==> src/rtl/linear_adsr_envelope_assert.svh <==
// ----------------------------------------------------------------------------
// linear adsr envelope assertion macros
// Concurrent assertion wrappers clocked on aclk and held off during reset.
// ----------------------------------------------------------------------------
`ifndef LINEAR_ADSR_ENVELOPE_ASSERT_SVH
`define LINEAR_ADSR_ENVELOPE_ASSERT_SVH

// condition that holds at every edge out of reset
`define ADSR_ALWAYS(lbl, expr) \
    lbl: assert property (@(posedge aclk) disable iff (!aresetn) (expr)) \
        else $error("adsr invariant violated");

// same-cycle implication
`define ADSR_IMPLIES(lbl, ante, cons) \
    lbl: assert property (@(posedge aclk) disable iff (!aresetn) (ante) |-> (cons)) \
        else $error("adsr implication violated");

// next-cycle implication
`define ADSR_NEXT(lbl, ante, cons) \
    lbl: assert property (@(posedge aclk) disable iff (!aresetn) (ante) |=> (cons)) \
        else $error("adsr sequence violated");

`endif

==> src/rtl/adsr_pkg.sv <==
// ----------------------------------------------------------------------------
// adsr_pkg
// Shared constants, codes and types of the linear adsr envelope.
// ----------------------------------------------------------------------------
package adsr_pkg;

    localparam int DEF_SAMPLE_BITS     = 24;
    localparam int DEF_LEVEL_FRAC_BITS = 23;

    localparam int CFG_W    = 24;
    localparam int ADDR_W   = 4;
    localparam int DATA_W   = 32;
    localparam int GAIN_W   = 9;
    localparam int GAIN_SH  = 8;
    // wide enough to compare the sustain register against any full scale
    localparam int CMP_W    = 33;

    localparam logic [1:0] REG_ATTACK  = 2'd0;
    localparam logic [1:0] REG_DECAY   = 2'd1;
    localparam logic [1:0] REG_RELEASE = 2'd2;
    localparam logic [1:0] REG_SUSTAIN = 2'd3;

    localparam logic [CFG_W-1:0] RST_ATTACK  = 24'd24000;
    localparam logic [CFG_W-1:0] RST_DECAY   = 24'd24000;
    localparam logic [CFG_W-1:0] RST_RELEASE = 24'd24000;
    localparam logic [CFG_W-1:0] RST_SUSTAIN = 24'd4194304;
    localparam logic [GAIN_W-1:0] RST_GAIN   = 9'd256;

    localparam logic [1:0] KIND_FRAME = 2'd0;
    localparam logic [1:0] KIND_ON    = 2'd1;
    localparam logic [1:0] KIND_OFF   = 2'd2;

    localparam logic [2:0] PH_OFF     = 3'd0;
    localparam logic [2:0] PH_ATTACK  = 3'd1;
    localparam logic [2:0] PH_DECAY   = 3'd2;
    localparam logic [2:0] PH_SUSTAIN = 3'd3;
    localparam logic [2:0] PH_RELEASE = 3'd4;

    typedef struct packed {
        logic ld_first;
        logic ld_second;
    } lane_ctrl_t;

endpackage

==> src/rtl/adsr_lane.sv <==
// ----------------------------------------------------------------------------
// adsr_lane
// One channel scaling lane: sample times level, then times gain, rounded.
// ----------------------------------------------------------------------------
module adsr_lane #(
    parameter int SAMPLE_BITS     = adsr_pkg::DEF_SAMPLE_BITS,
    parameter int LEVEL_FRAC_BITS = adsr_pkg::DEF_LEVEL_FRAC_BITS
) (
    input  logic                          aclk,
    input  adsr_pkg::lane_ctrl_t          ctrl,
    input  logic signed [SAMPLE_BITS-1:0] sample,
    input  logic [LEVEL_FRAC_BITS:0]      level,
    input  logic [adsr_pkg::GAIN_W-1:0]   gain,
    output logic                          neg,
    output logic [SAMPLE_BITS:0]          mag
);
    import adsr_pkg::*;

    localparam int P1_W = SAMPLE_BITS + LEVEL_FRAC_BITS + 1;
    localparam int P2_W = SAMPLE_BITS + GAIN_W;
    localparam logic [P1_W:0] HALF1 =
        {{(P1_W + 1 - LEVEL_FRAC_BITS){1'b0}}, 1'b1, {(LEVEL_FRAC_BITS - 1){1'b0}}};
    localparam logic [P2_W:0] HALF2 =
        {{(P2_W + 1 - GAIN_SH){1'b0}}, 1'b1, {(GAIN_SH - 1){1'b0}}};

    logic [SAMPLE_BITS-1:0] smp_mag;
    logic [P1_W-1:0]        prod1_reg;
    logic                   neg1_reg;
    logic [P1_W:0]          sum1;
    logic [SAMPLE_BITS-1:0] t_mag;
    logic [P2_W-1:0]        prod2_reg;
    logic                   neg2_reg;
    logic [P2_W:0]          sum2;

    // magnitude of the most negative sample still fits unsigned
    assign smp_mag = sample[SAMPLE_BITS-1] ? SAMPLE_BITS'(-sample) : SAMPLE_BITS'(sample);

    // round half away from zero on magnitudes, sign reapplied at merge
    assign sum1  = {1'b0, prod1_reg} + HALF1;
    assign t_mag = sum1[LEVEL_FRAC_BITS +: SAMPLE_BITS];
    assign sum2  = {1'b0, prod2_reg} + HALF2;

    always_ff @(posedge aclk) begin
        if (ctrl.ld_first) begin
            prod1_reg <= P1_W'(smp_mag) * P1_W'(level);
            neg1_reg  <= sample[SAMPLE_BITS-1];
        end
        if (ctrl.ld_second) begin
            prod2_reg <= P2_W'(t_mag) * P2_W'(gain);
            neg2_reg  <= neg1_reg;
        end
    end

    assign neg = neg2_reg;
    assign mag = sum2[GAIN_SH +: (SAMPLE_BITS + 1)];

endmodule

==> config.mk <==
export PLATFORM = sky130hd
export DESIGN_NAME = adsr_lane
export DESIGN_NICKNAME = d
export VERILOG_FILES = /design/src/rtl/linear_adsr_envelope_assert.svh /design/src/rtl/adsr_pkg.sv /design/src/rtl/adsr_lane.sv
export SDC_FILE = /design/constraint.sdc
export NUM_CORES = 2
export LEC_CHECK = 0
export ABC_AREA = 0
export BUFFER_PORTS_ARGS = -buffer_cell sky130_fd_sc_hd__buf_2
export CORE_ASPECT_RATIO = 1.5
export CORE_MARGIN = 5
export CORE_UTILIZATION = 45
export CTS_BUF_LIST = sky130_fd_sc_hd__clkbuf_2
export DETAILED_ROUTE_END_ITERATION = 12
export PLACE_DENSITY = 0.73
export SYNTH_ARGS = -nofsm -noshare
export SYNTH_HDL_FRONTEND = slang
export SYNTH_SLANG_ARGS = --single-unit
==> constraint.sdc <==
create_clock -name aclk -period 13.6 [get_ports aclk]
set_input_delay 1.36 -clock aclk [delete_from_list [all_inputs] [get_ports aclk]]
set_output_delay 1.36 -clock aclk [all_outputs]
set_load 0.05 [all_outputs]
# Yosys cells after proc, flatten, opt, wreduce, memory -nomap -nowiden
# Cells that the tools add are included.
# op_classes
multipliers	2
n_mux	1
addsub	3
# op_table
cell	n
47-bit by 23-bit adder with 47-bit output, second input constant	1
24-bit by 24-bit multiplier with 47-bit output	1
33-bit by 8-bit adder with 33-bit output, second input constant	1
24-bit by 9-bit multiplier with 33-bit output	1
24-bit two-way mux	1
24-bit negator	1
# totals
word_cells	10
ff_bits	82

# Depth between registers and ports, before layout
# depth
depth_word	3
mapped_depth	32

# Worst setup path after synthesis
# No wires, ideal clock.
# synth_path
path_type	input-to-reg
startpoint	input sample[13]
endpoint	register prod1_reg[45] (data pin)
slack_ns	4.566
arrival_ns	8.770
required_time_ns	13.336
stages	25
path_cell_list	or4_4 > or4_4 > o41a_1 > xor2_1 > buf_2 > nand2_1 > fa_1 > fa_1 > fa_1 > inv_1 > fa_1 > fa_1 > fa_1 > inv_1 > fa_1 > inv_1 > ha_1 > clkbuf_2 > nand4_1 > or3_1 > a2111oi_0 > o21ai_1 > a2111oi_2 > nor4_1 > xnor2_1
# synth_between
elab_chain_cells	3
# synth_lines
element	line_no	source
start: declaration	adsr_lane.sv:11	input logic signed [SAMPLE_BITS-1:0] sample,
24-bit negator	adsr_lane.sv:36	assign smp_mag = sample[SAMPLE_BITS-1] ? SAMPLE_BITS'(-sample) : SAMPLE_BITS'(sample);
24-bit two-way mux *	adsr_lane.sv:36	
24-bit by 24-bit multiplier with 47-bit output *	adsr_lane.sv:45	prod1_reg <= P1_W'(smp_mag) * P1_W'(level);
end signal: assignment	adsr_lane.sv:45	
end: declaration	adsr_lane.sv:27	logic [P1_W-1:0] prod1_reg;
# Mark *: on every way between the ends. The rest lies on a longest branch, timed or not.
# A chain may end at the register's enable or synchronous reset.

# Final worst setup path
# layout_path
startpoint	input sample[0]
endpoint	register prod1_reg[44] (data pin)
# Same word-level chain as after synthesis.

==> run metrics <==
status=completed; TritonCTS clock tree=done; Vias/cell=5.22; Core ar.=0.0608 mm2; Least-Margin Pin Slew=1120 ps; top cell type's share of synthesized area=46.2%; CP arrival=10010 ps; layout cells sized above 1=4.73%; Hold Crit Class=flip-flop to flip-flop; number of flip-flops in the largest register=26; Tcrit/Tclk final=71.4%; ys flop type=edfxtp_1; most frequent cells after synthesis=inv_1 (714), fa_1 (634), nand2_1 (435); initial antenna violation count=1; final hold violation count=0; net count after synthesis=3944; Yosys cell types=61; first-pass GRT wire length=111 mm; Hold-fix buffers, CTS=0; clock slew at reported path FFs=320 ps; GPL Wtd Cong=0.908; # IOs=86; Syn-to-layout area delta=5.11%; Required @ worst endpoint=13900 ps; Pre-Repair DR Iteration Count=5; CTS H-tree depth=2; largest net degree at the start of global routing=28; Nets=3932; Avg Inst Size Synth=9.05 um2; Synth Cell Area=0.0275 mm2; Mapped Cells=3033; Post-synth EDFFs=53; Die X=212 um; Die H=313 um; Final setup viols=0; Clock Path Buffers=2; maximum operating frequency=103 MHz; CP startpoint kind=input pin; Yosys warnings=0; Starting DRT DRC Count=1088; grt total ovfl=0; site row count=111; CTS sink cnt=53; Total GRT Usage=20.8%; crit path kind=input pin to flip-flop; largest area contributor in the netlist=fa_1; Post-synth ARST share=0%; post-CTS setup buffers=0; clock root buffer=clkbuf_2; Max-Cap Viols=0; PortBufs=85; Worst Skew=35.5 ps; Final TNS setup=0 ps; CP Max Fanout=26; largest cells by area after synthesis=fa_1 (46%), ha_1 (9.9%), inv_1 (9.8%), and2_1 (9.5%), nand2_1 (5.9%); Vias=19900; Yosys reg bits=53; register area share after synthesis=5.80%; min Tclk post-route=9710 ps; most frequent cell after synthesis=inv_1; Num CTS Buffers=5; Routed WL=67.0 mm; vias in the first global route=22200; antenna viol nets, final=0; DRC=0; DP Wirelength=53.0 mm; Crit. End Element=flip-flop; PostCTS Resize Cnt=0; max-slew violation count=0; Worst slew margin=25.5%; clk_lat worst skew=510 ps; starting density of the core=45.1%; routed len/inst=17.6 um; Die ar.=0.0662 mm2; RSZ-0062 raised after global routing=no
[through the flow]
step                utilization (%)  hold WS (ps)  worst slack, ps  area, um2  cells
floorplan                         -           400             4570      27500   3033
detailed placement             47.3           540             3280      28800   3805
global route                   47.4           620             3370      28900   3814
finish                         47.4           608             3890      28900   3814
global placement               47.3           538             3330      28800   3805
CTS                            47.4           635             3830      28900   3813
[placed cells by master (no fill, tap or decap), types with 17 or more instances in the layout]
cell type / n
a21o_1: 28
edfxtp_1: 53
ha_1: 217
xor2_1: 32
o21ai_0: 25
a21oi_1: 47
nand2_1: 435
inv_1: 714
nand3_1: 20
and2_1: 415
fa_1: 634
xnor2_1: 67
buf_2: 85
nand4_1: 17
nor2_1: 51
[logic make-up after synthesis]
kind of cell,Yosys count,share of synthesized area (%)
and+or+nand+nor,1004,18.6
muxes,1,0.0410
AOI/OAI and AO/OA,171,4.18
buffers and inverters,834,11.4
DFF,53,5.80
adders and majority gates,851,56.1
xor gates and xnor gates,119,3.80
[final timing paths]
kind,slack (ps),cells past startpoint,to,startpoint
setup / recovery,3890,27,prod1_reg[44]$_DFFE_PP_,sample[0]
hold / removal,610,0,neg$_DFFE_PP_,neg1_reg$_DFFE_PP_
setup reg to reg,6490,23,prod2_reg[32]$_DFFE_PP_,prod1_reg[24]$_DFFE_PP_
hold reg to reg,610,0,neg$_DFFE_PP_,neg1_reg$_DFFE_PP_
[critical path, stage by stage]
cell and delay (ps):
buf_2 310, nor2_1 280, nand3_2 140, or4_4 530, o21ai_0 300, xnor2_2 150, buf_4 340, nand2_1 130
fa_1 530, fa_1 530, fa_1 490, fa_1 540, inv_1 50, fa_1 520, fa_1 490, inv_1 50
fa_1 470, inv_1 40, ha_1 350, nand4_1 160, a21oi_1 260, o211ai_1 280, a2111oi_0 740, o21ai_1 250
a21oi_1 240, o21bai_1 80, a2111oi_1 380
[layout make-up]
class,count,area [um2]
Sequential cell,53,1590
Inverter,714,2680
Fill cell,5781,32000
Tap cell,791,990
Timing Repair Buffer,101,546
Antenna cell,1,2.50
Clock buffer,5,25.0
Multi-Input combinational cell,2146,23000
Clock inverter,3,50.0
[per-layer routing]
metal	vias to the layer above	track usage, %	wire length, um
li1	8907	-	-
met1	10200	25.1	25100
met2	689	38.5	35500
met3	162	2.27	3980
met4	0	6.55	2390
met5	-	0	0
Power is not shown: default switching activity piles up to over one toggle a cycle in this logic, so the estimate is an artifact.
