$ cat config.mk
export PLATFORM = sky130hd
export DESIGN_NAME = adsr_div
export DESIGN_NICKNAME = d
export VERILOG_FILES = /design/src/rtl/linear_adsr_envelope_assert.svh /design/src/rtl/adsr_pkg.sv /design/src/rtl/adsr_div.sv
export SDC_FILE = /design/constraint.sdc
export NUM_CORES = 1
export LEC_CHECK = 0
export BUFFER_PORTS_ARGS = -buffer_cell sky130_fd_sc_hd__buf_2
export CORE_MARGIN = 2
export CORE_UTILIZATION = 25
export DETAILED_ROUTE_END_ITERATION = 7
export GPL_ROUTABILITY_DRIVEN = 1
export PLACE_DENSITY = 0.41
export RECOVER_POWER = 25
export SLEW_MARGIN = 5
export SYNTH_ARGS = -nofsm -noshare
export SYNTH_HDL_FRONTEND = slang
export SYNTH_SLANG_ARGS = --single-unit
$ cat constraint.sdc
create_clock -name aclk -period 3.2 [get_ports aclk]
set_input_delay 0.48 -clock aclk [delete_from_list [all_inputs] [get_ports aclk]]
set_output_delay 0.48 -clock aclk [all_outputs]
set_load 0.02 [all_outputs]
$ cat src/rtl/linear_adsr_envelope_assert.svh
// ----------------------------------------------------------------------------
// linear adsr envelope assertion macros
// Concurrent assertion wrappers clocked on aclk and held off during reset.
// ----------------------------------------------------------------------------
`ifndef LINEAR_ADSR_ENVELOPE_ASSERT_SVH
`define LINEAR_ADSR_ENVELOPE_ASSERT_SVH

// condition that holds at every edge out of reset
`define ADSR_ALWAYS(lbl, expr) \
    lbl: assert property (@(posedge aclk) disable iff (!aresetn) (expr)) \
        else $error("adsr invariant violated");

// same-cycle implication
`define ADSR_IMPLIES(lbl, ante, cons) \
    lbl: assert property (@(posedge aclk) disable iff (!aresetn) (ante) |-> (cons)) \
        else $error("adsr implication violated");

// next-cycle implication
`define ADSR_NEXT(lbl, ante, cons) \
    lbl: assert property (@(posedge aclk) disable iff (!aresetn) (ante) |=> (cons)) \
        else $error("adsr sequence violated");

`endif

$ cat src/rtl/adsr_pkg.sv
// ----------------------------------------------------------------------------
// adsr_pkg
// Shared constants, codes and types of the linear adsr envelope.
// ----------------------------------------------------------------------------
package adsr_pkg;

    localparam int DEF_SAMPLE_BITS     = 24;
    localparam int DEF_LEVEL_FRAC_BITS = 23;

    localparam int CFG_W    = 24;
    localparam int ADDR_W   = 4;
    localparam int DATA_W   = 32;
    localparam int GAIN_W   = 9;
    localparam int GAIN_SH  = 8;
    // wide enough to compare the sustain register against any full scale
    localparam int CMP_W    = 33;

    localparam logic [1:0] REG_ATTACK  = 2'd0;
    localparam logic [1:0] REG_DECAY   = 2'd1;
    localparam logic [1:0] REG_RELEASE = 2'd2;
    localparam logic [1:0] REG_SUSTAIN = 2'd3;

    localparam logic [CFG_W-1:0] RST_ATTACK  = 24'd24000;
    localparam logic [CFG_W-1:0] RST_DECAY   = 24'd24000;
    localparam logic [CFG_W-1:0] RST_RELEASE = 24'd24000;
    localparam logic [CFG_W-1:0] RST_SUSTAIN = 24'd4194304;
    localparam logic [GAIN_W-1:0] RST_GAIN   = 9'd256;

    localparam logic [1:0] KIND_FRAME = 2'd0;
    localparam logic [1:0] KIND_ON    = 2'd1;
    localparam logic [1:0] KIND_OFF   = 2'd2;

    localparam logic [2:0] PH_OFF     = 3'd0;
    localparam logic [2:0] PH_ATTACK  = 3'd1;
    localparam logic [2:0] PH_DECAY   = 3'd2;
    localparam logic [2:0] PH_SUSTAIN = 3'd3;
    localparam logic [2:0] PH_RELEASE = 3'd4;

    typedef struct packed {
        logic ld_first;
        logic ld_second;
    } lane_ctrl_t;

endpackage

$ cat src/rtl/adsr_div.sv
// ----------------------------------------------------------------------------
// adsr_div
// Restoring divider lane, one quotient bit per cycle, for the step values.
// ----------------------------------------------------------------------------
module adsr_div #(
    parameter int NUM_W = adsr_pkg::DEF_LEVEL_FRAC_BITS + 1,
    parameter int DEN_W = adsr_pkg::CFG_W
) (
    input  logic             aclk,
    input  logic             aresetn,
    input  logic             start,
    input  logic [NUM_W-1:0] num,
    input  logic [DEN_W-1:0] den,
    output logic             done,
    output logic [NUM_W-1:0] quo
);
    import adsr_pkg::*;

    localparam int CNT_W = $clog2(NUM_W + 1);

    logic             busy_reg;
    logic             done_reg;
    logic [CNT_W-1:0] cnt_reg;
    logic [NUM_W-1:0] quo_reg;
    logic [DEN_W-1:0] rem_reg;
    logic [DEN_W-1:0] den_reg;

    logic [DEN_W:0]   trial;
    logic [DEN_W:0]   diff;
    logic             fits;

    // shift in the next numerator bit, subtract when the divisor fits
    assign trial = {rem_reg, quo_reg[NUM_W-1]};
    assign diff  = trial - {1'b0, den_reg};
    assign fits  = (trial >= {1'b0, den_reg});

    always_ff @(posedge aclk) begin
        if (!aresetn) begin
            busy_reg <= 1'b0;
            done_reg <= 1'b0;
            cnt_reg  <= '0;
        end else begin
            done_reg <= 1'b0;
            if (start) begin
                busy_reg <= 1'b1;
                cnt_reg  <= CNT_W'(NUM_W);
            end else if (busy_reg) begin
                cnt_reg <= cnt_reg - 1'b1;
                if (cnt_reg == CNT_W'(1)) begin
                    busy_reg <= 1'b0;
                    done_reg <= 1'b1;
                end
            end
        end
    end

    always_ff @(posedge aclk) begin
        if (start) begin
            quo_reg <= num;
            rem_reg <= '0;
            den_reg <= den;
        end else if (busy_reg) begin
            rem_reg <= fits ? diff[DEN_W-1:0] : trial[DEN_W-1:0];
            quo_reg <= {quo_reg[NUM_W-2:0], fits};
        end
    end

    assign done = done_reg;
    assign quo  = quo_reg;

endmodule

==> Word-level counts from Yosys, hierarchy flattened <==
Cells that the tools add are included.
Widths: inputs -> output; s select.
{ "classes": {"n_addsub": 2, "n_lt_le_gt_ge": 1, "n_eq_ne": 1, "mux": 9, "n_bitwise": 2, "n_reduce_logical": 3} }
{ "op_table": {"columns": ["op", "count"], "rows": [
  ["$mux 24", 3],
  ["$ge 25x24->1", 1],
  ["$sub 24x24->24", 1],
  ["$mux 5", 2],
  ["$eq 5x1->1 const B", 1],
  ["$sub 5x1->5 const B", 1],
  ["$mux 1", 4],
  ["$reduce_or 3->1", 1],
  ["$not 1->1", 2],
  ["$reduce_bool 2->1", 1],
  ["$reduce_or 2->1", 1]
]} }
{ "word_totals": {"ff_bits": 79, "input_bits": 51, "out_inout_bits": 25, "wordCells": 25} }

==> Longest topological paths before layout <==
{ "logic_depth": {"word_depth": 4, "mapped_depth": 13, "ltp_nobuf": 11} }

==> Least setup slack after synthesis <==
No wires, ideal clock.
{ "synth_timing": {"path_type": "reg-to-reg", "from": "register quo_reg[23] (netlist: quo[23])", "to": "register rem_reg[16]", "setup_time_ns": 0.086, "arrival_ns": 2.414, "required_time_ns": 3.114, "slack_ns": 0.700, "stages_incl_launch_ff": 12, "path_buffers": 0, "period_less_slack_ns": 2.500, "cell_sequence": "edfxtp_1 -> inv_1 -> ha_1 -> fa_1 -> nor2b_1 -> o31a_1 -> o21ai_0 -> o31ai_1 -> a31oi_1 -> xnor2_1 -> mux2i_1 -> a211oi_1"} }
{ "synth_between": {"elab_chain_len": 2, "elab_cells_between_ends": 3, "classes_between": "add/sub: 1; order compare: 1; mux: 1"} }
{ "synth_lines": {"columns": ["item", "line_no", "text"], "rows": [
  ["start, declared", "adsr_div.sv:24", "logic [NUM_W-1:0] quo_reg;"],
  ["start signal, assigned", "adsr_div.sv:59", "quo_reg <= num;"],
  ["start signal, assigned", "adsr_div.sv:64", "quo_reg <= {quo_reg[NUM_W-2:0], fits};"],
  ["$sub 24x24->24 / $ge 25x24->1 (equally long branches)", "adsr_div.sv:34, adsr_div.sv:35", null],
  ["$mux 24 *", "adsr_div.sv:63", "rem_reg <= fits ? diff[DEN_W-1:0] : trial[DEN_W-1:0];"],
  ["end signal, assigned", "adsr_div.sv:63", null],
  ["end, declared", "adsr_div.sv:25", "logic [DEN_W-1:0] rem_reg;"]
]} }
Every way passes the cells marked *; elsewhere a longest branch is shown, timed or not.
A chain may end at the register's enable or synchronous reset.

==> Worst setup path after layout <==
{ "layout_timing": {"from": "register den_reg[19]", "to": "register rem_reg[4]"} }
{ "layout_between": {"elab_chain_len": 2} }
{ "layout_lines": {"columns": ["item", "line_no", "text"], "rows": [
  ["start, declared", "adsr_div.sv:26", "logic [DEN_W-1:0] den_reg;"],
  ["start signal, assigned", "adsr_div.sv:61", "den_reg <= den;"],
  ["$ge 25x24->1", "adsr_div.sv:35", "assign fits = (trial >= {1'b0, den_reg});"],
  ["$mux 24", "adsr_div.sv:63", null]
]} }
Every way passes these cells.

==> results.yml <==
yosys:
  yosysWarnings: 0
  synth_area_um2: 4368
  synthDistinctLibCells: 51
  yosysMostFrequentCell: "edfxtp_1"
  synthArstFlopShare: 0
  synth_edf_count: 48
  synthTopCellsByCount: "edfxtp_1 (48), nor2_1 (36), inv_1 (34), a21oi_1 (33), dfxtp_1 (31)"
  synth_top_area_share: 0.3300
  syn_inst: 416
  synth_top_area_cell: "edfxtp_1"
  synth_ff_type: "edfxtp_1"
  synth_seq_cells: 79
  syn_area_per_cell_um2: 10.50
  yosysSeqAreaShare: 0.4721
  syn_nets: 494
  netlist_top_cells_area: "edfxtp_1 (33%), dfxtp_1 (14%), ha_1 (7.4%)"
placement:
  dp_slack_ns: 0.4118
  gp_congestion: 0.8015
  io_buffers: 75
  place_area_um2: 5000
  place_inst: 706
  hpwl_mm: 7.610
floorplanning:
  die_h_um: 136.2
  fp.dieW_um: 136.2
  initial_utilization: 0.2543
  rows: 48
  die-area_um2: 18550
  core_region_area_um2: 17180
  io_pins: 76
final_layout:
  layoutNonFillerInstCount: 722
  diodes: 0
  fillers: 1827
  final_area_um2: 5301
  nNetsFinal: 570
  drive_above_1_share: 0.2616
  fin_util: 0.3086
  area_growth_pct: 21.37
sta:
  finalHoldViolations: 0
  skew_ns: 0.01029
  totalNegativeSetupSlack_ns: 0
  fin_crit_ns: 2.826
  fmax_mhz: 353.9
  tightest_slew_ns: 1.451
  final.period_utilization: 0.8831
  setup_viol: 0
  worst_slack_ns: 0.3740
  slew_viol_final: 0
  slew_headroom: 0.03293
  rsz0062_at_grt: "no"
detailed_routing:
  drcViolationCount: 0
  num_vias: 3315
  viasPerCell: 4.591
  dr.pass1.iters: 7
  drt_iter0_drc: 202
  wl_mm: 10.69
  wire_per_inst_um: 14.80
  drtAntennaViolNets: 0
cts:
  ctsHoldBuffers: 0
  cts_tree: "yes"
  clk_latency_ns: 0.35
  htreeDepth: 3
  cts-root-buf: "clkbuf_16"
  cts_inserted_buffers: 9
  cts_setup_buffers: 0
  clock_sinks: 79
  cts_resized: 0
  cts.reportedPaths.clkPinSlew_ns: 0.07
  cts_buffer_depth: 2
run_status:
  status: "finished, final reports clean"
job:
  cap_violations: 0
grt:
  antenna_found_initial: 0
  grt_util_all_layers: 0.1204
  grt_pass1_wl_mm: 17.15
  grt_pass1_vias: 3269
  grt_max_degree: 49
  overflow: 0
worst_setup_path:
  start_kind: "flop"
  arrival_ns: 2.99
  critical_path_class: "flop to flop"
  r2r_slack_ns: 0.37
  required_ns: 3.36
  rr_worst_depth: 10
  path_max_fanout: 19
  end_kind: "flop"
pwr:
  peakVddDrop_mv: 0.2759
  p_per_area_nw_per_um2: 555.0
  power_leakage_nw: 2.189
worst_hold_path:
  whs_path_depth: 1
  hold_path.class: "input pin to flop"
-- metal layers --
layer  global-route usage  vias to the layer above  share of wire
met1               0.1582                     1566           0.48
met5                    0                        -              0
met4              0.03299                        0          0.011
li1                     -                     1682              -
met2               0.1935                       61           0.47
met3              0.03430                        6          0.041
-- metrics by stage --
| step | total power, mW | hold WS [ns] |
|---|---|---|
| final | 2.942 | 0.3037 |
| after CTS | 2.990 | 0.2858 |
| after global placement | 1.901 | 0.4608 |
| after floorplan | 1.716 | 0.4352 |
| after detailed placement | 1.898 | 0.4622 |
| after global routing | 3.103 | 0.2867 |
-- layout by cell type (no fill, tap or decap), types with 3 or more instances in the layout --
cell | netlist | layout
nor3_1 | 11 | 11
nor2b_1 | 8 | 8
nand2b_1 | 4 | 4
a31oi_1 | 3 | 3
mux2i_1 | 7 | 7
o31ai_1 | 5 | 5
nor2_1 | 36 | 36
mux2_2 | 24 | 24
nand4_1 | 5 | 5
xor2_1 | 8 | 8
nand2_1 | 19 | 19
o211ai_1 | 4 | 4
a211oi_1 | 12 | 12
edfxtp_1 | 48 | 48
xnor2_1 | 12 | 12
a211oi_2 | 3 | 3
nand3_1 | 7 | 7
inv_1 | 34 | 34
o21ai_0 | 15 | 15
a21o_1 | 4 | 4
dfxtp_1 | 31 | 31
buf_2 | 3 | 73
a2111o_1 | 3 | 3
a32oi_1 | 5 | 5
ha_1 | 26 | 26
buf_4 | 1 | 5
and3_1 | 3 | 3
a21oi_1 | 33 | 33
o21a_1 | 8 | 8
clkbuf_16 | 0 | 9
-- final timing paths --
path	from	endpoint
setup / recovery	den_reg[19]$_DFFE_PP_	rem_reg[4]$_SDFFE_PP0P_
hold / removal	den[6]	den_reg[6]$_DFFE_PP_
setup reg to reg	den_reg[19]$_DFFE_PP_	rem_reg[4]$_SDFFE_PP0P_
hold reg to reg	rem_reg[14]$_SDFFE_PP0P_	rem_reg[14]$_SDFFE_PP0P_
-- cell type report --
| cell class | count | area, µm² | share of cell area |
|---|---|---|---|
| Multi-Input combinational cell | 286 | 2092 | 0.3946 |
| Sequential cell | 79 | 2062 | 0.3890 |
| Timing Repair Buffer | 81 | 430.4 | 0.08119 |
| Tap cell | 225 | 281.5 | 0.05310 |
| Clock buffer | 9 | 225.2 | 0.04248 |
| Inverter | 35 | 131.4 | 0.02478 |
| Clock inverter | 7 | 78.83 | 0.01487 |
-- critical path: stages, from the launching register on --
cell,delay [ns]
edfxtp_1,0.33
inv_1,0.04
ha_1,0.37
and3_1,0.27
a41o_1,0.29
a2111o_1,0.48
a41oi_2,0.28
buf_4,0.29
a211oi_1,0.08
a21oi_1,0.12
a211oi_1,0.08
-- cells by family (layout without fill, tap and decap cells) --
kind of cell / Yosys count / after routing / share of synthesized area
mux: 31 / 31 / 0.07792
flops: 79 / 79 / 0.4721
compound gates: 106 / 106 / 0.1687
simple gates: 102 / 102 / 0.1131
fa+ha+maj: 27 / 27 / 0.07906
buf+inv: 51 / 132 / 0.04898
xor+xnor: 20 / 20 / 0.04010
-- where the power goes --
| part | internal, mW | switching (mW) |
|---|---|---|
| sequential | 1.18 | 0.0490 |
| combinational | 0.268 | 0.380 |
| clock | 0.614 | 0.452 |
(Power assumes the default switching activity.)
