--- config.mk ---
export PLATFORM = sky130hd
export DESIGN_NAME = adsr_merge
export DESIGN_NICKNAME = d
export VERILOG_FILES = /design/src/rtl/linear_adsr_envelope_assert.svh /design/src/rtl/adsr_pkg.sv /design/src/rtl/adsr_merge.sv
export SDC_FILE = /design/constraint.sdc
export NUM_CORES = 1
export LEC_CHECK = 0
export BUFFER_PORTS_ARGS = -buffer_cell sky130_fd_sc_hd__buf_2
export CAP_MARGIN = 20
export CORE_MARGIN = 1.5
export CORE_UTILIZATION = 24
export DETAILED_ROUTE_END_ITERATION = 12
export PLACE_DENSITY = 0.52
export SETUP_SLACK_MARGIN = 0.15
export SYNTH_ARGS = -nofsm -noshare
export SYNTH_HDL_FRONTEND = slang
export SYNTH_SLANG_ARGS = --single-unit
--- constraint.sdc ---
create_clock -name aclk -period 5 [get_ports aclk]
set_clock_uncertainty 0.1 [all_clocks]
set_input_delay 0.5 -clock aclk [delete_from_list [all_inputs] [get_ports aclk]]
set_output_delay 0.5 -clock aclk [all_outputs]
set_load 0.01 [all_outputs]
--- src/rtl/linear_adsr_envelope_assert.svh ---
// ----------------------------------------------------------------------------
// linear adsr envelope assertion macros
// Concurrent assertion wrappers clocked on aclk and held off during reset.
// ----------------------------------------------------------------------------
`ifndef LINEAR_ADSR_ENVELOPE_ASSERT_SVH
`define LINEAR_ADSR_ENVELOPE_ASSERT_SVH

// condition that holds at every edge out of reset
`define ADSR_ALWAYS(lbl, expr) \
    lbl: assert property (@(posedge aclk) disable iff (!aresetn) (expr)) \
        else $error("adsr invariant violated");

// same-cycle implication
`define ADSR_IMPLIES(lbl, ante, cons) \
    lbl: assert property (@(posedge aclk) disable iff (!aresetn) (ante) |-> (cons)) \
        else $error("adsr implication violated");

// next-cycle implication
`define ADSR_NEXT(lbl, ante, cons) \
    lbl: assert property (@(posedge aclk) disable iff (!aresetn) (ante) |=> (cons)) \
        else $error("adsr sequence violated");

`endif

--- src/rtl/adsr_pkg.sv ---
// ----------------------------------------------------------------------------
// adsr_pkg
// Shared constants, codes and types of the linear adsr envelope.
// ----------------------------------------------------------------------------
package adsr_pkg;

    localparam int DEF_SAMPLE_BITS     = 24;
    localparam int DEF_LEVEL_FRAC_BITS = 23;

    localparam int CFG_W    = 24;
    localparam int ADDR_W   = 4;
    localparam int DATA_W   = 32;
    localparam int GAIN_W   = 9;
    localparam int GAIN_SH  = 8;
    // wide enough to compare the sustain register against any full scale
    localparam int CMP_W    = 33;

    localparam logic [1:0] REG_ATTACK  = 2'd0;
    localparam logic [1:0] REG_DECAY   = 2'd1;
    localparam logic [1:0] REG_RELEASE = 2'd2;
    localparam logic [1:0] REG_SUSTAIN = 2'd3;

    localparam logic [CFG_W-1:0] RST_ATTACK  = 24'd24000;
    localparam logic [CFG_W-1:0] RST_DECAY   = 24'd24000;
    localparam logic [CFG_W-1:0] RST_RELEASE = 24'd24000;
    localparam logic [CFG_W-1:0] RST_SUSTAIN = 24'd4194304;
    localparam logic [GAIN_W-1:0] RST_GAIN   = 9'd256;

    localparam logic [1:0] KIND_FRAME = 2'd0;
    localparam logic [1:0] KIND_ON    = 2'd1;
    localparam logic [1:0] KIND_OFF   = 2'd2;

    localparam logic [2:0] PH_OFF     = 3'd0;
    localparam logic [2:0] PH_ATTACK  = 3'd1;
    localparam logic [2:0] PH_DECAY   = 3'd2;
    localparam logic [2:0] PH_SUSTAIN = 3'd3;
    localparam logic [2:0] PH_RELEASE = 3'd4;

    typedef struct packed {
        logic ld_first;
        logic ld_second;
    } lane_ctrl_t;

endpackage

--- src/rtl/adsr_merge.sv ---
// ----------------------------------------------------------------------------
// adsr_merge
// Joins both lanes, saturates to the sample range and holds the result.
// ----------------------------------------------------------------------------
module adsr_merge #(
    parameter int SAMPLE_BITS = adsr_pkg::DEF_SAMPLE_BITS
) (
    input  logic                          aclk,
    input  logic                          aresetn,
    input  logic                          load,
    input  logic                          neg_l,
    input  logic [SAMPLE_BITS:0]          mag_l,
    input  logic                          neg_r,
    input  logic [SAMPLE_BITS:0]          mag_r,
    output logic                          free,
    output logic                          m_valid,
    input  logic                          m_ready,
    output logic signed [SAMPLE_BITS-1:0] m_left_out,
    output logic signed [SAMPLE_BITS-1:0] m_right_out
);
    import adsr_pkg::*;

    localparam logic [SAMPLE_BITS:0] MAX_POS = {2'b00, {(SAMPLE_BITS - 1){1'b1}}};
    localparam logic [SAMPLE_BITS:0] MAX_NEG = {2'b01, {(SAMPLE_BITS - 1){1'b0}}};

    logic                   m_valid_reg;
    logic                   m_valid_next;
    logic [SAMPLE_BITS-1:0] left_reg;
    logic [SAMPLE_BITS-1:0] right_reg;

    function automatic logic [SAMPLE_BITS-1:0] sat_mag(input logic n,
                                                       input logic [SAMPLE_BITS:0] m);
        logic [SAMPLE_BITS:0] negm;
        negm = -m;
        if (!n) begin
            sat_mag = (m > MAX_POS) ? MAX_POS[SAMPLE_BITS-1:0] : m[SAMPLE_BITS-1:0];
        end else begin
            sat_mag = (m > MAX_NEG) ? MAX_NEG[SAMPLE_BITS-1:0] : negm[SAMPLE_BITS-1:0];
        end
    endfunction

    assign free = !m_valid_reg || m_ready;

    always_comb begin
        m_valid_next = m_valid_reg;
        if (load) begin
            m_valid_next = 1'b1;
        end else if (m_ready) begin
            m_valid_next = 1'b0;
        end
    end

    always_ff @(posedge aclk) begin
        if (!aresetn) begin
            m_valid_reg <= 1'b0;
        end else begin
            m_valid_reg <= m_valid_next;
        end
    end

    always_ff @(posedge aclk) begin
        if (load) begin
            left_reg  <= sat_mag(neg_l, mag_l);
            right_reg <= sat_mag(neg_r, mag_r);
        end
    end

    assign m_valid     = m_valid_reg;
    assign m_left_out  = $signed(left_reg);
    assign m_right_out = $signed(right_reg);

endmodule

# Word level (Yosys, flattened, before mapping)
# Cells that the tools add are included.
# totals
reg_bits	49
latchBits	0
ram_bits	0
mem_bits_ro	0
inputBits	56
out_inout_bits	50
elab_cells	20
n_memories	0
# classes
addsub	2
multipliers	0
div	0
magnitude_cmp	4
n_eq_ne	0
shift	0
muxes	8
bitwise	0
n_reduce_logical	3
# ops
cell	n
$mux 24	6
$gt 25x23->1 const B	2
$gt 25x24->1 const B	2
$neg 24->24	2
$mux 1	2
$reduce_bool 2->1	1
$logic_not 1->1	1
$logic_or 1x1->1	1

# Depth between registers and ports, before layout
# Gate-level depths: netlist of run 1.
# logic_depth
depth_word	3
mapped_depth	9
depth_no_buf	7

# Worst setup path before layout of run 1
# No wires, ideal clock.
# synth_path
path_kind	in2reg
from	in mag_l[13]
to	reg left_reg[22] (netlist: m_left_out[22]) (data pin)
setup_time_ns	0.262
arrival_ns	2.276
required_ns	4.638
slack_ns	2.362
cell_stages	6
n_path_buf	1
path_cell_list	buf_2 > or4_4 > or4_4 > or4_4 > a41oi_1 > o21ai_1
# synth_via
elab_chain_cells	3
elab_cells_between_ends	6
classes_between	1 x add/sub; 2 x order compare; 3 x mux
# synth_rtl
item	line	source
start, declared	adsr_merge.sv:12	input logic [SAMPLE_BITS:0] mag_l,
$neg 24->24, or another cell as far along	adsr_merge.sv:34	negm = -m;
$mux 24, on equally long branches	adsr_merge.sv:38, adsr_merge.sv:36	
$mux 24 (*)	adsr_merge.sv:35	if (!n) begin
end signal, assigned	adsr_merge.sv:63	left_reg <= sat_mag(neg_l, mag_l);
end, declared	adsr_merge.sv:28	logic [SAMPLE_BITS-1:0] left_reg;
# Every way passes the cells marked *; elsewhere a longest branch is shown, timed or not.
# A chain may end at the register's enable or synchronous reset.

# Worst setup path after layout of run 1
# layout_path
from	in mag_r[0]
to	reg right_reg[4] (netlist: m_right_out[4]) (data pin)
# layout_via
elab_chain_cells	3
elab_cells_between_ends	6
classes_between	1 x add/sub; 2 x order compare; 3 x mux
# layout_rtl
item	line	source
start, declared	adsr_merge.sv:14	input logic [SAMPLE_BITS:0] mag_r,
$neg 24->24, or another cell as far along	adsr_merge.sv:34	
$mux 24, on equally long branches	adsr_merge.sv:38, adsr_merge.sv:36	
$mux 24 (*)	adsr_merge.sv:35	
end signal, assigned	adsr_merge.sv:64	right_reg <= sat_mag(neg_r, mag_r);
end, declared	adsr_merge.sv:29	logic [SAMPLE_BITS-1:0] right_reg;
# Marks and branches as above.

==> impl_results.md, run 1 <==
- Fmax: 337 MHz
- CTS Sinks: 49
- Max_cap viols: 0
- Sequential element share of the synthesized area: 0.441
- Wire length per cell: 16.3 um
- Avg Cell Area, Syn: 9.53 um^2
- Outcome: completed
- Yosys warnings: 0
- # setup viols final: 0
- Crit path cell chain: buf_2 -> inv_1 -> ha_1 -> or3b_2 -> nor4_4 -> a41oi_1 -> and2_1 -> a311oi_1
- Synth Register Bits: 49
- Most used DFF post-synth: edfxtp_1
- Commonest non-fill, non-tap cells in the layout: buf_2, edfxtp_1, nor2_1, a21oi_1, nor3_1
- Fin Hold WS: 0.360 ns
- Largest net degree at the start of global routing: 43
- Slew headroom: 0.324
- Worst Hold Class: in -> reg
- CP startpoint kind: input pin
- Resized Gates After CTS: 0
- DR pass1 iterations: 4
- Cell family with most CP delay: simple AND/OR/NAND/NOR gates
- Worst Path Buf+Inv: 2
- DRT antenna net count: 0
- Row cnt: 42
- Placer Congestion: 0.913
- Most common cell after layout, fill and taps aside: buf_2
- Vias per cell: 5.35
- Post-synthesis mux area share: 0
- Post-Syn Instances: 348
- Cts hold-fix bufs: 0
- DR vias: 3,304
- Delay of the slowest critical-path stage: 0.51 ns
- Number of remaining DRC errors: 0
- Final TNS setup: 0 ns
- Synth area leaders: edfxtp_1, a211o_1, a21oi_1
- Synth async-reset ratio: 0
- Share of layout cells above drive strength 1: 0.301
- Die Span X: 121 um
- Simple-gate area share of the yosys netlist: 0.268
- Fill cells: 1,433
- TritonCTS clock tree: yes
- First-pass GRT wire length: 16.1 mm
- Final Cell Area: 4130 um^2
- Largest family of logic cells by synthesized area: simple AND/OR/NAND/NOR gates
- Tcrit/Tclk final: 0.593
- Worst Max-Slew Pin Slew: 1.01 ns
- CORE AREA: 13,300 um^2
- Net Count, Synth: 408
- Placed instance area: 4000 um^2
- Critical Path End Type: flop
- Max Buffers Root-to-Sink: 2
- Crit-path slowest cell: or3b_2
- Compound-cell area share of the yosys netlist: 0.236
- Critical Path RT: 5.00 ns
- Worst vdd ir: 0.120 mV
- Final count of hold timing violations: 0
- Crit path time final: 2.96 ns
- Number of global-route vias before repair: 3,105
- Grt ovf: 0
- PortBufs: 105
- Ant diodes: 0
- Final wirelength: 10.1 mm
- Initial Util: 0.249
- EDFF count, synth: 48
- CTS H-Tree Depth: 2
- Pins over their slew limit: 0
- Vert. Die Dim: 121 um
- Biggest area consumer among synthesized cells: edfxtp_1
- DRT iter0 DRCs: 170
- Post-CTS setup buffers: 0
- Area share of the largest cell type after synthesis: 0.435
- Clock Root Buffer: clkbuf_16
- Mapped Area: 3320 um^2
- Distinct cells, synth: 57
- Worst EP arrival: 2.96 ns
- CTS Buf Count: 5
- Global Route Usage Sum: 0.139
- Xor/xnor cell area share of the yosys netlist: 0.00264
- CP Class: in -> reg
- # IOs: 106
- Adder-Cell Fraction of Synth Area: 0.0151
- Cell Pwr Density: 255 nW/um^2
- Lkg Pwr: 1.50 nW
- Crit path max fanout: 19
- Layout area overhead: 24.6%
- Initial antenna violation count: 0
- Post-DP HPWL: 7.44 mm
- Clk slew on worst S/H paths: 0.07 ns
- Final net count: 502
- RSZ-0062 raised after global routing: false
- Die ar.: 14,500 um^2
- Clock Latency Late Sink: 0.28 ns
-- area by class of cell --
class,instances,area (um^2),share of cell area
Timing Repair Buffer,108,548,0.133
Multi-Input combinational cell,267,1730,0.419
Clock inverter,1,3.75,0.000908
Tap cell,176,220,0.0533
Inverter,11,41.3,0.00999
Sequential cell,49,1460,0.354
Clock buffer,6,129,0.0312
-- metal layers --
metal / global-route usage / vias to the layer above / routed length (um)
li1: - / 1587 / -
met1: 0.185 / 1569 / 4480
met2: 0.238 / 142 / 4850
met3: 0.0245 / 6 / 690
met4: 0.0213 / 0 / 51
met5: 0 / - / 0
-- synthesized netlist by cell type (2+ instances only) --
cell      instances
o41ai_1           4
o22ai_1           9
nand3_1           9
nor3b_1           6
and3_1            2
nor4_4            2
o311a_1           2
nor3_1           25
nor2_1           33
nand4b_1          2
a41oi_1           5
o21a_1            4
nand2b_1          4
nor4b_1           4
ha_1              4
or4_1             3
a31oi_1           3
edfxtp_1         48
a21o_1            2
nand4_1          15
clkbuf_1         16
or3_1             7
o31a_1            2
o21ai_0          10
nand2_1          17
or2_2             7
a21oi_1          26
a211o_1          15
o31ai_1           5
a311oi_1          9
nor4_1            5
o211ai_1          2
buf_2             4
inv_1            10
or4_4             5
-- through the flow --
| step | instances | total power, mW | util | worst slack, ns |
|---|---|---|---|---|
| finish | 618 | 1.06 | 0.310 | 2.04 |
| global route | 618 | 1.11 | 0.310 | 1.79 |
| CTS | 618 | 1.07 | 0.310 | 2.02 |
| detailed placement | 611 | 0.740 | 0.300 | 1.73 |
| global placement | 611 | 0.738 | 0.300 | 1.88 |
| floorplan | 348 | 0.624 | - | 2.36 |
-- final timing paths --
path | endpoint | cells past startpoint | slack (ns) | startpoint
worst min-delay path | m_valid$_SDFFE_PN0P_ | 2 | 0.36 | aresetn
worst max-delay path | m_right_out[4]$_DFFE_PP_ | 8 | 2.04 | mag_r[0]
worst max register to register | m_valid$_SDFFE_PN0P_ | 2 | 4.27 | m_valid$_SDFFE_PN0P_
worst min register to register | m_valid$_SDFFE_PN0P_ | 2 | 0.42 | m_valid$_SDFFE_PN0P_
-- worst register-to-register path: stages (launching register included) --
cell and delay, ns:
dfxtp_1 0.33, nand2b_1 0.07, a21boi_0 0.15
-- logic make-up after synthesis --
group / after synthesis
AO/OA/AOI/OAI: 109
XOR/XNOR: 1
adder cells (fa/ha/maj): 4
buffers and inverters: 32
flip-flops: 49
AND/OR/NAND/NOR: 153
-- power breakdown --
group	internal (mW)	switching (mW)	leakage (nW)
Clock	0.182	0.144	0.0644
Combinational	0.0831	0.137	0.958
Sequential	0.498	0.0109	0.478
Note: power is estimated with default switching activity, not from simulation.
==> run 2: changes to the inputs <==
- clock period: 5 -> 2.88 ns (I/O delays scaled with it)
==> impl_results.md, run 2 (synthesis results as in run 1) <==
- Max Buffers Root-to-Sink: 2 (unchanged)
- Tcrit/Tclk final: 0.814
- Commonest non-fill, non-tap cells in the layout: buf_2, edfxtp_1, nor2_1, a21oi_1, nor3_1 (unchanged)
- Sw frac: 0.268 (was 0.277)
- Share of layout cells above drive strength 1: 0.317 (was 0.301)
- Area of the multi-input gates: 1730 um^2 (unchanged)
- Final count of hold timing violations: 0 (unchanged)
- Placed instance count: 622 (was 611)
- Worst Hold Endpoint: m_valid$_SDFFE_PN0P_ (unchanged)
- Vert. Die Dim: 121 um (unchanged)
- Die ar.: 14,500 um^2 (unchanged)
- Final wirelength: 10.2 mm (was 10.1 mm)
- Worst vdd ir: 0.171 mV (was 0.120 mV)
- Resized Gates After CTS: 0 (unchanged)
- Critical Path RT: 2.88 ns (was 5.00 ns)
- Number of remaining DRC errors: 0 (unchanged)
- CP Class: in -> reg (unchanged)
- Register-to-register setup slack: 2.16 ns (was 4.27 ns)
- Worst Max-Slew Pin Slew: 0.736 ns (was 1.01 ns)
- Fill cells: 1,446 (was 1,433)
- Critical Path End Type: flop (unchanged)
- DRT antenna net count: 0 (unchanged)
- Ant diodes: 0 (unchanged)
- Number of global-route vias before repair: 3,208 (was 3,105)
- DRT iter0 DRCs: 293 (was 170)
- Crit path cell chain: buf_2 -> inv_1 -> ha_1 -> or3b_2 -> nor4_4 -> a41oi_1 -> and2_1 -> a311oi_1 (unchanged)
- Row cnt: 42 (unchanged)
- Post-DP HPWL: 7.60 mm (was 7.44 mm)
- Initial antenna violation count: 0 (unchanged)
- Delay of the slowest critical-path stage: 0.52 ns (was 0.51 ns)
- Crit path max fanout: 19 (unchanged)
- Worst hold path stage count: 2 (unchanged)
- Slew headroom: 0.509 (was 0.324)
- Worst Hold Class: in -> reg (unchanged)
- Most common cell after layout, fill and taps aside: buf_2 (unchanged)
- Initial Util: 0.249 (unchanged)
- FF-to-FF path depth: 2 (unchanged)
- DR pass1 iterations: 5 (was 4)
- Post-CTS setup buffers: 0 (unchanged)
- RSZ-0062 raised after global routing: false (unchanged)
- First-pass GRT wire length: 16.1 mm (about the same)
- Clock share of power: 0.304 (was 0.309)
- Max_cap viols: 0 (unchanged)
- Fmax: 426 MHz
- Placer Congestion: 0.898 (was 0.913)
- Vias per cell: 5.30 (was 5.35)
- Grt ovf: 0 (unchanged)
- Final net count: 513 (was 502)
- # IOs: 106 (unchanged)
- Global Route Usage Sum: 0.138 (was 0.139)
- CP startpoint kind: input pin (unchanged)
- Launching point of the worst reg2reg path: m_valid$_SDFFE_PN0P_ (unchanged)
- Clock Root Buffer: clkbuf_16 (unchanged)
- Sequential share of power: 0.483 (was 0.482)
- Crit path time final: 2.35 ns
- TritonCTS clock tree: yes (unchanged)
- Pins over their slew limit: 0 (unchanged)
- Crit-path slowest cell: or3b_2 (unchanged)
- Wire length per cell: 16.1 um (was 16.3 um)
- DR vias: 3,337 (was 3,304)
- # setup viols final: 0 (unchanged)
- Cts hold-fix bufs: 0 (unchanged)
- Internal power: 1.34 mW (was 763 uW)
- Finished Layout Cells: 630 (was 618)
- Die Span X: 121 um (unchanged)
- Largest net degree at the start of global routing: 33 (was 43)
- PortBufs: 105 (unchanged)
- Lkg Pwr: 1.56 nW (was 1.50 nW)
- R2r endpoint: m_valid$_SDFFE_PN0P_ (unchanged)
- CTS Sinks: 49 (unchanged)
- CTS Buf Count: 5 (unchanged)
- Clk slew on worst S/H paths: 0.07 ns (about the same)
- Worst EP arrival: 2.35 ns (was 2.96 ns)
- Final TNS setup: 0 ns (unchanged)
- Outcome: completed (unchanged)
- Layout area overhead: 27.6% (was 24.6%)
- CORE AREA: 13,300 um^2 (unchanged)
- Sequential Area: 1460 um^2 (unchanged)
- CTS H-Tree Depth: 2 (unchanged)
- Cell Pwr Density: 432 nW/um^2 (was 255 nW/um^2)
- Clock Latency Late Sink: 0.28 ns (about the same)
- Min-delay src: aresetn (unchanged)
- Switch Pwr: 491 uW (was 293 uW)
- Gate power share: 0.212 (was 0.209)
[run 2: layer usage]
| layer | share of wire | global-route usage | up-vias |
|---|---|---|---|
| met2 | 0.48 | 0.235 | 135 |
| met5 | 0 | 0 | - |
| li1 | - | - | 1613 |
| met1 | 0.45 | 0.184 | 1579 |
| met4 | 0.0070 | 0.0279 | 0 |
| met3 | 0.067 | 0.0245 | 10 |
[run 2: power by group through the flow]
| stage | clock network (mW) | registers [mW] | logic, mW |
|---|---|---|---|
| floorplan | 0 | 0.936 | 0.148 |
| global placement | 0 | 0.901 | 0.389 |
| detailed placement | 0 | 0.901 | 0.389 |
| CTS | 0.588 | 0.887 | 0.391 |
| global route | 0.602 | 0.890 | 0.429 |
| finish | 0.557 | 0.884 | 0.388 |
[run 2: critical path, delay by kind of cell]
kind,cells,cell delay [ns]
AOI/OAI and AO/OA,2,0.52
buffers and inverters,2,0.20
adders and majority gates,1,0.21
and+or+nand+nor,3,1.14
[run 2: how the worst max path moves through the flow]
| stage | start | end | cells past startpoint |
|---|---|---|---|
| floorplan | mag_l[13] | m_left_out[22]$_DFFE_PP_ | 6 |
| global placement | mag_l[16] | m_left_out[22]$_DFFE_PP_ | 6 |
| detailed placement | mag_r[0] | m_right_out[4]$_DFFE_PP_ | 8 |
| CTS | mag_r[0] | m_right_out[4]$_DFFE_PP_ | 8 |
| global route | mag_l[0] | m_left_out[22]$_DFFE_PP_ | 9 |
| finish | mag_r[0] | m_right_out[4]$_DFFE_PP_ | 8 |
[run 2: layout make-up]
cell class	instances	area share
clock buffers	8	0.0322
inverters	11	0.00975
multi-input cells	267	0.409
flip-flops and latches	49	0.345
well taps	176	0.0520
repair buffers	119	0.152
[run 2: per-stage QoR]
stage | util | total power [mW] | hold slack [ns] | worst slack [ns] | instance area (um^2)
floorplan | - | 1.08 | 0.300 | 0.454 | 3320
global placement | 0.307 | 1.29 | 0.392 | 0.291 | 4100
detailed placement | 0.307 | 1.29 | 0.398 | 0.236 | 4100
CTS | 0.317 | 1.87 | 0.144 | 0.525 | 4230
global route | 0.317 | 1.92 | 0.171 | 0.214 | 4230
finish | 0.317 | 1.83 | 0.154 | 0.535 | 4230
==> run 3: changes to the inputs <==
- clock period: 2.88 -> 2.4 ns (I/O delays scaled with it)
==> impl_results.md, run 3 (synthesis results as in run 1) <==
- Post-CTS setup buffers: 0 (unchanged)
- PortBufs: 105 (unchanged)
- Delay of the slowest critical-path stage: 0.54 ns (was 0.52 ns)
- Final net count: 539 (was 513)
- Slew headroom: 0.653 (was 0.509)
- Number of global-route vias before repair: 3,337 (was 3,208)
- Tcrit/Tclk final: 0.917
- Placer Congestion: 0.855 (was 0.898)
- Vias per cell: 5.22 (was 5.30)
- Sequential Area: 1460 um^2 (unchanged)
- Initial Util: 0.249 (unchanged)
- Clock Root Buffer: clkbuf_16 (unchanged)
- CTS Buf Count: 5 (unchanged)
- CP Class: in -> reg (unchanged)
- CTS Sinks: 49 (unchanged)
- Worst EP arrival: 2.13 ns (was 2.35 ns)
- Register-to-register setup slack: 1.65 ns (was 2.16 ns)
- Fin Hold WS: 0.105 ns (was 0.154 ns)
- # setup viols final: 0 (unchanged)
- Cell Pwr Density: 501 nW/um^2 (was 432 nW/um^2)
- Die ar.: 14,500 um^2 (unchanged)
- Largest net degree at the start of global routing: 32 (was 33)
- Placed instance count: 648 (was 622)
- CP startpoint kind: input pin (unchanged)
- Final count of hold timing violations: 0 (unchanged)
- Vert. Die Dim: 121 um (unchanged)
- Area of the multi-input gates: 1780 um^2 (was 1730 um^2)
- Cts hold-fix bufs: 0 (unchanged)
- Most common cell after layout, fill and taps aside: buf_2 (unchanged)
- Pins over their slew limit: 0 (unchanged)
- DRT iter0 DRCs: 241 (was 293)
- Outcome: completed (unchanged)
- # IOs: 106 (unchanged)
- CP most frequent cell: or4_4
- Clock Latency Late Sink: 0.28 ns (about the same)
- Row cnt: 42 (unchanged)
- First-pass GRT wire length: 16.6 mm (was 16.1 mm)
- Ant diodes: 0 (unchanged)
- Critical Path RT: 2.33 ns (was 2.88 ns)
- Max_cap viols: 0 (unchanged)
- Finished Layout Cells: 656 (was 630)
- Crit path max fanout: 4 (was 19)
- Crit path time final: 2.20 ns
- Max Buffers Root-to-Sink: 2 (unchanged)
- Wire length per cell: 15.8 um (was 16.1 um)
- TritonCTS clock tree: yes (unchanged)
- Post-DP HPWL: 7.82 mm (was 7.60 mm)
- Share of layout cells above drive strength 1: 0.371 (was 0.317)
- Worst Hold Class: in -> reg (unchanged)
- RSZ-0062 raised after global routing: true (was false)
- Clk slew on worst S/H paths: 0.07 ns (about the same)
- Fill cells: 1,426 (was 1,446)
- Final TNS setup: 0 ns (unchanged)
- Crit-path slowest cell: or4_4 (was or3b_2)
- Worst vdd ir: 0.239 mV (was 0.171 mV)
- Worst Max-Slew Pin Slew: 0.521 ns (was 0.736 ns)
- Global Route Usage Sum: 0.142 (was 0.138)
- Commonest non-fill, non-tap cells in the layout: buf_2, edfxtp_1, buf_4, nor2_1, a21oi_1 (was buf_2, edfxtp_1, nor2_1, a21oi_1, nor3_1)
- DR vias: 3,423 (was 3,337)
- DR pass1 iterations: 5 (unchanged)
- Die Span X: 121 um (unchanged)
- DRT antenna net count: 0 (unchanged)
- Lkg Pwr: 1.70 nW (was 1.56 nW)
- Number of remaining DRC errors: 0 (unchanged)
- Critical Path End Type: flop (unchanged)
- CORE AREA: 13,300 um^2 (unchanged)
- Initial antenna violation count: 0 (unchanged)
- Fmax: 454 MHz
- Final wirelength: 10.4 mm (was 10.2 mm)
- Crit path cell chain: buf_2 -> or4_4 -> or4_4 -> or4_4 -> a41oi_2 -> o21ai_1 (was buf_2 -> inv_1 -> ha_1 -> or3b_2 -> nor4_4 -> a41oi_1 -> and2_1 -> a311oi_1)
- CTS H-Tree Depth: 2 (unchanged)
- Grt ovf: 0 (unchanged)
- Layout area overhead: 35.5% (was 27.6%)
run 3: cell types whose count changed in the layout (fill, tap and decap cells not counted), sizes merged:
cell | previous run | this run
buf | 119 | 145
run 3: critical path, delay by kind of cell:
family	cells	cell delay, ns
AOI/OAI and AO/OA	2	0.29
buffers and inverters	1	0.11
and+or+nand+nor	3	1.50
run 3: where the power goes:
| group | internal, mW | switching [mW] |
|---|---|---|
| Sequential | 1.04 | 0.0213 |
| Combinational | 0.209 | 0.295 |
| Clock | 0.389 | 0.299 |
run 3: path summary, 6_finish.rpt:
check | start | end | depth (start not counted)
worst max-delay path | mag_l[16] | m_left_out[22]$_DFFE_PP_ | 6
worst min-delay path | aresetn | m_valid$_SDFFE_PN0P_ | 2
worst max register to register | m_valid$_SDFFE_PN0P_ | m_valid$_SDFFE_PN0P_ | 2
worst min register to register | m_valid$_SDFFE_PN0P_ | m_valid$_SDFFE_PN0P_ | 2
run 3: through the flow:
| step | total power [mW] | setup slack, ns | utilization | area, um^2 |
|---|---|---|---|---|
| after global placement | 1.57 | -0.0685 | 0.323 | 4320 |
| after CTS | 2.28 | 0.201 | 0.334 | 4460 |
| final | 2.25 | 0.198 | 0.337 | 4490 |
| after detailed placement | 1.58 | -0.140 | 0.323 | 4320 |
| after global routing | 2.36 | 0.126 | 0.337 | 4490 |
| after floorplan | 1.30 | 0.0349 | - | 3330 |
run 3: layer usage:
layer  part of all wire  up-vias  GRT usage
li1                   -     1662          -
met1               0.44     1611      0.182
met2               0.50      140      0.251
met3              0.063       10     0.0269
met4             0.0066        0     0.0235
met5                  0        -          0
run 3: cell type report:
| cell class | count | area share |
|---|---|---|
| timing repair buffer | 145 | 0.189 |
| clock buffer | 8 | 0.0303 |
| inverter | 11 | 0.00919 |
| tap | 176 | 0.0490 |
| multi-input combinational | 267 | 0.397 |
| sequential | 49 | 0.325 |
run 3: what timing repair did:
| item | 4_1_cts | 5_1_grt |
|---|---|---|
| endpoints found under the setup margin | 1 | 6 |
| resized for setup | 1 | 5 |
| hold endpoints to repair | 0 | 0 |
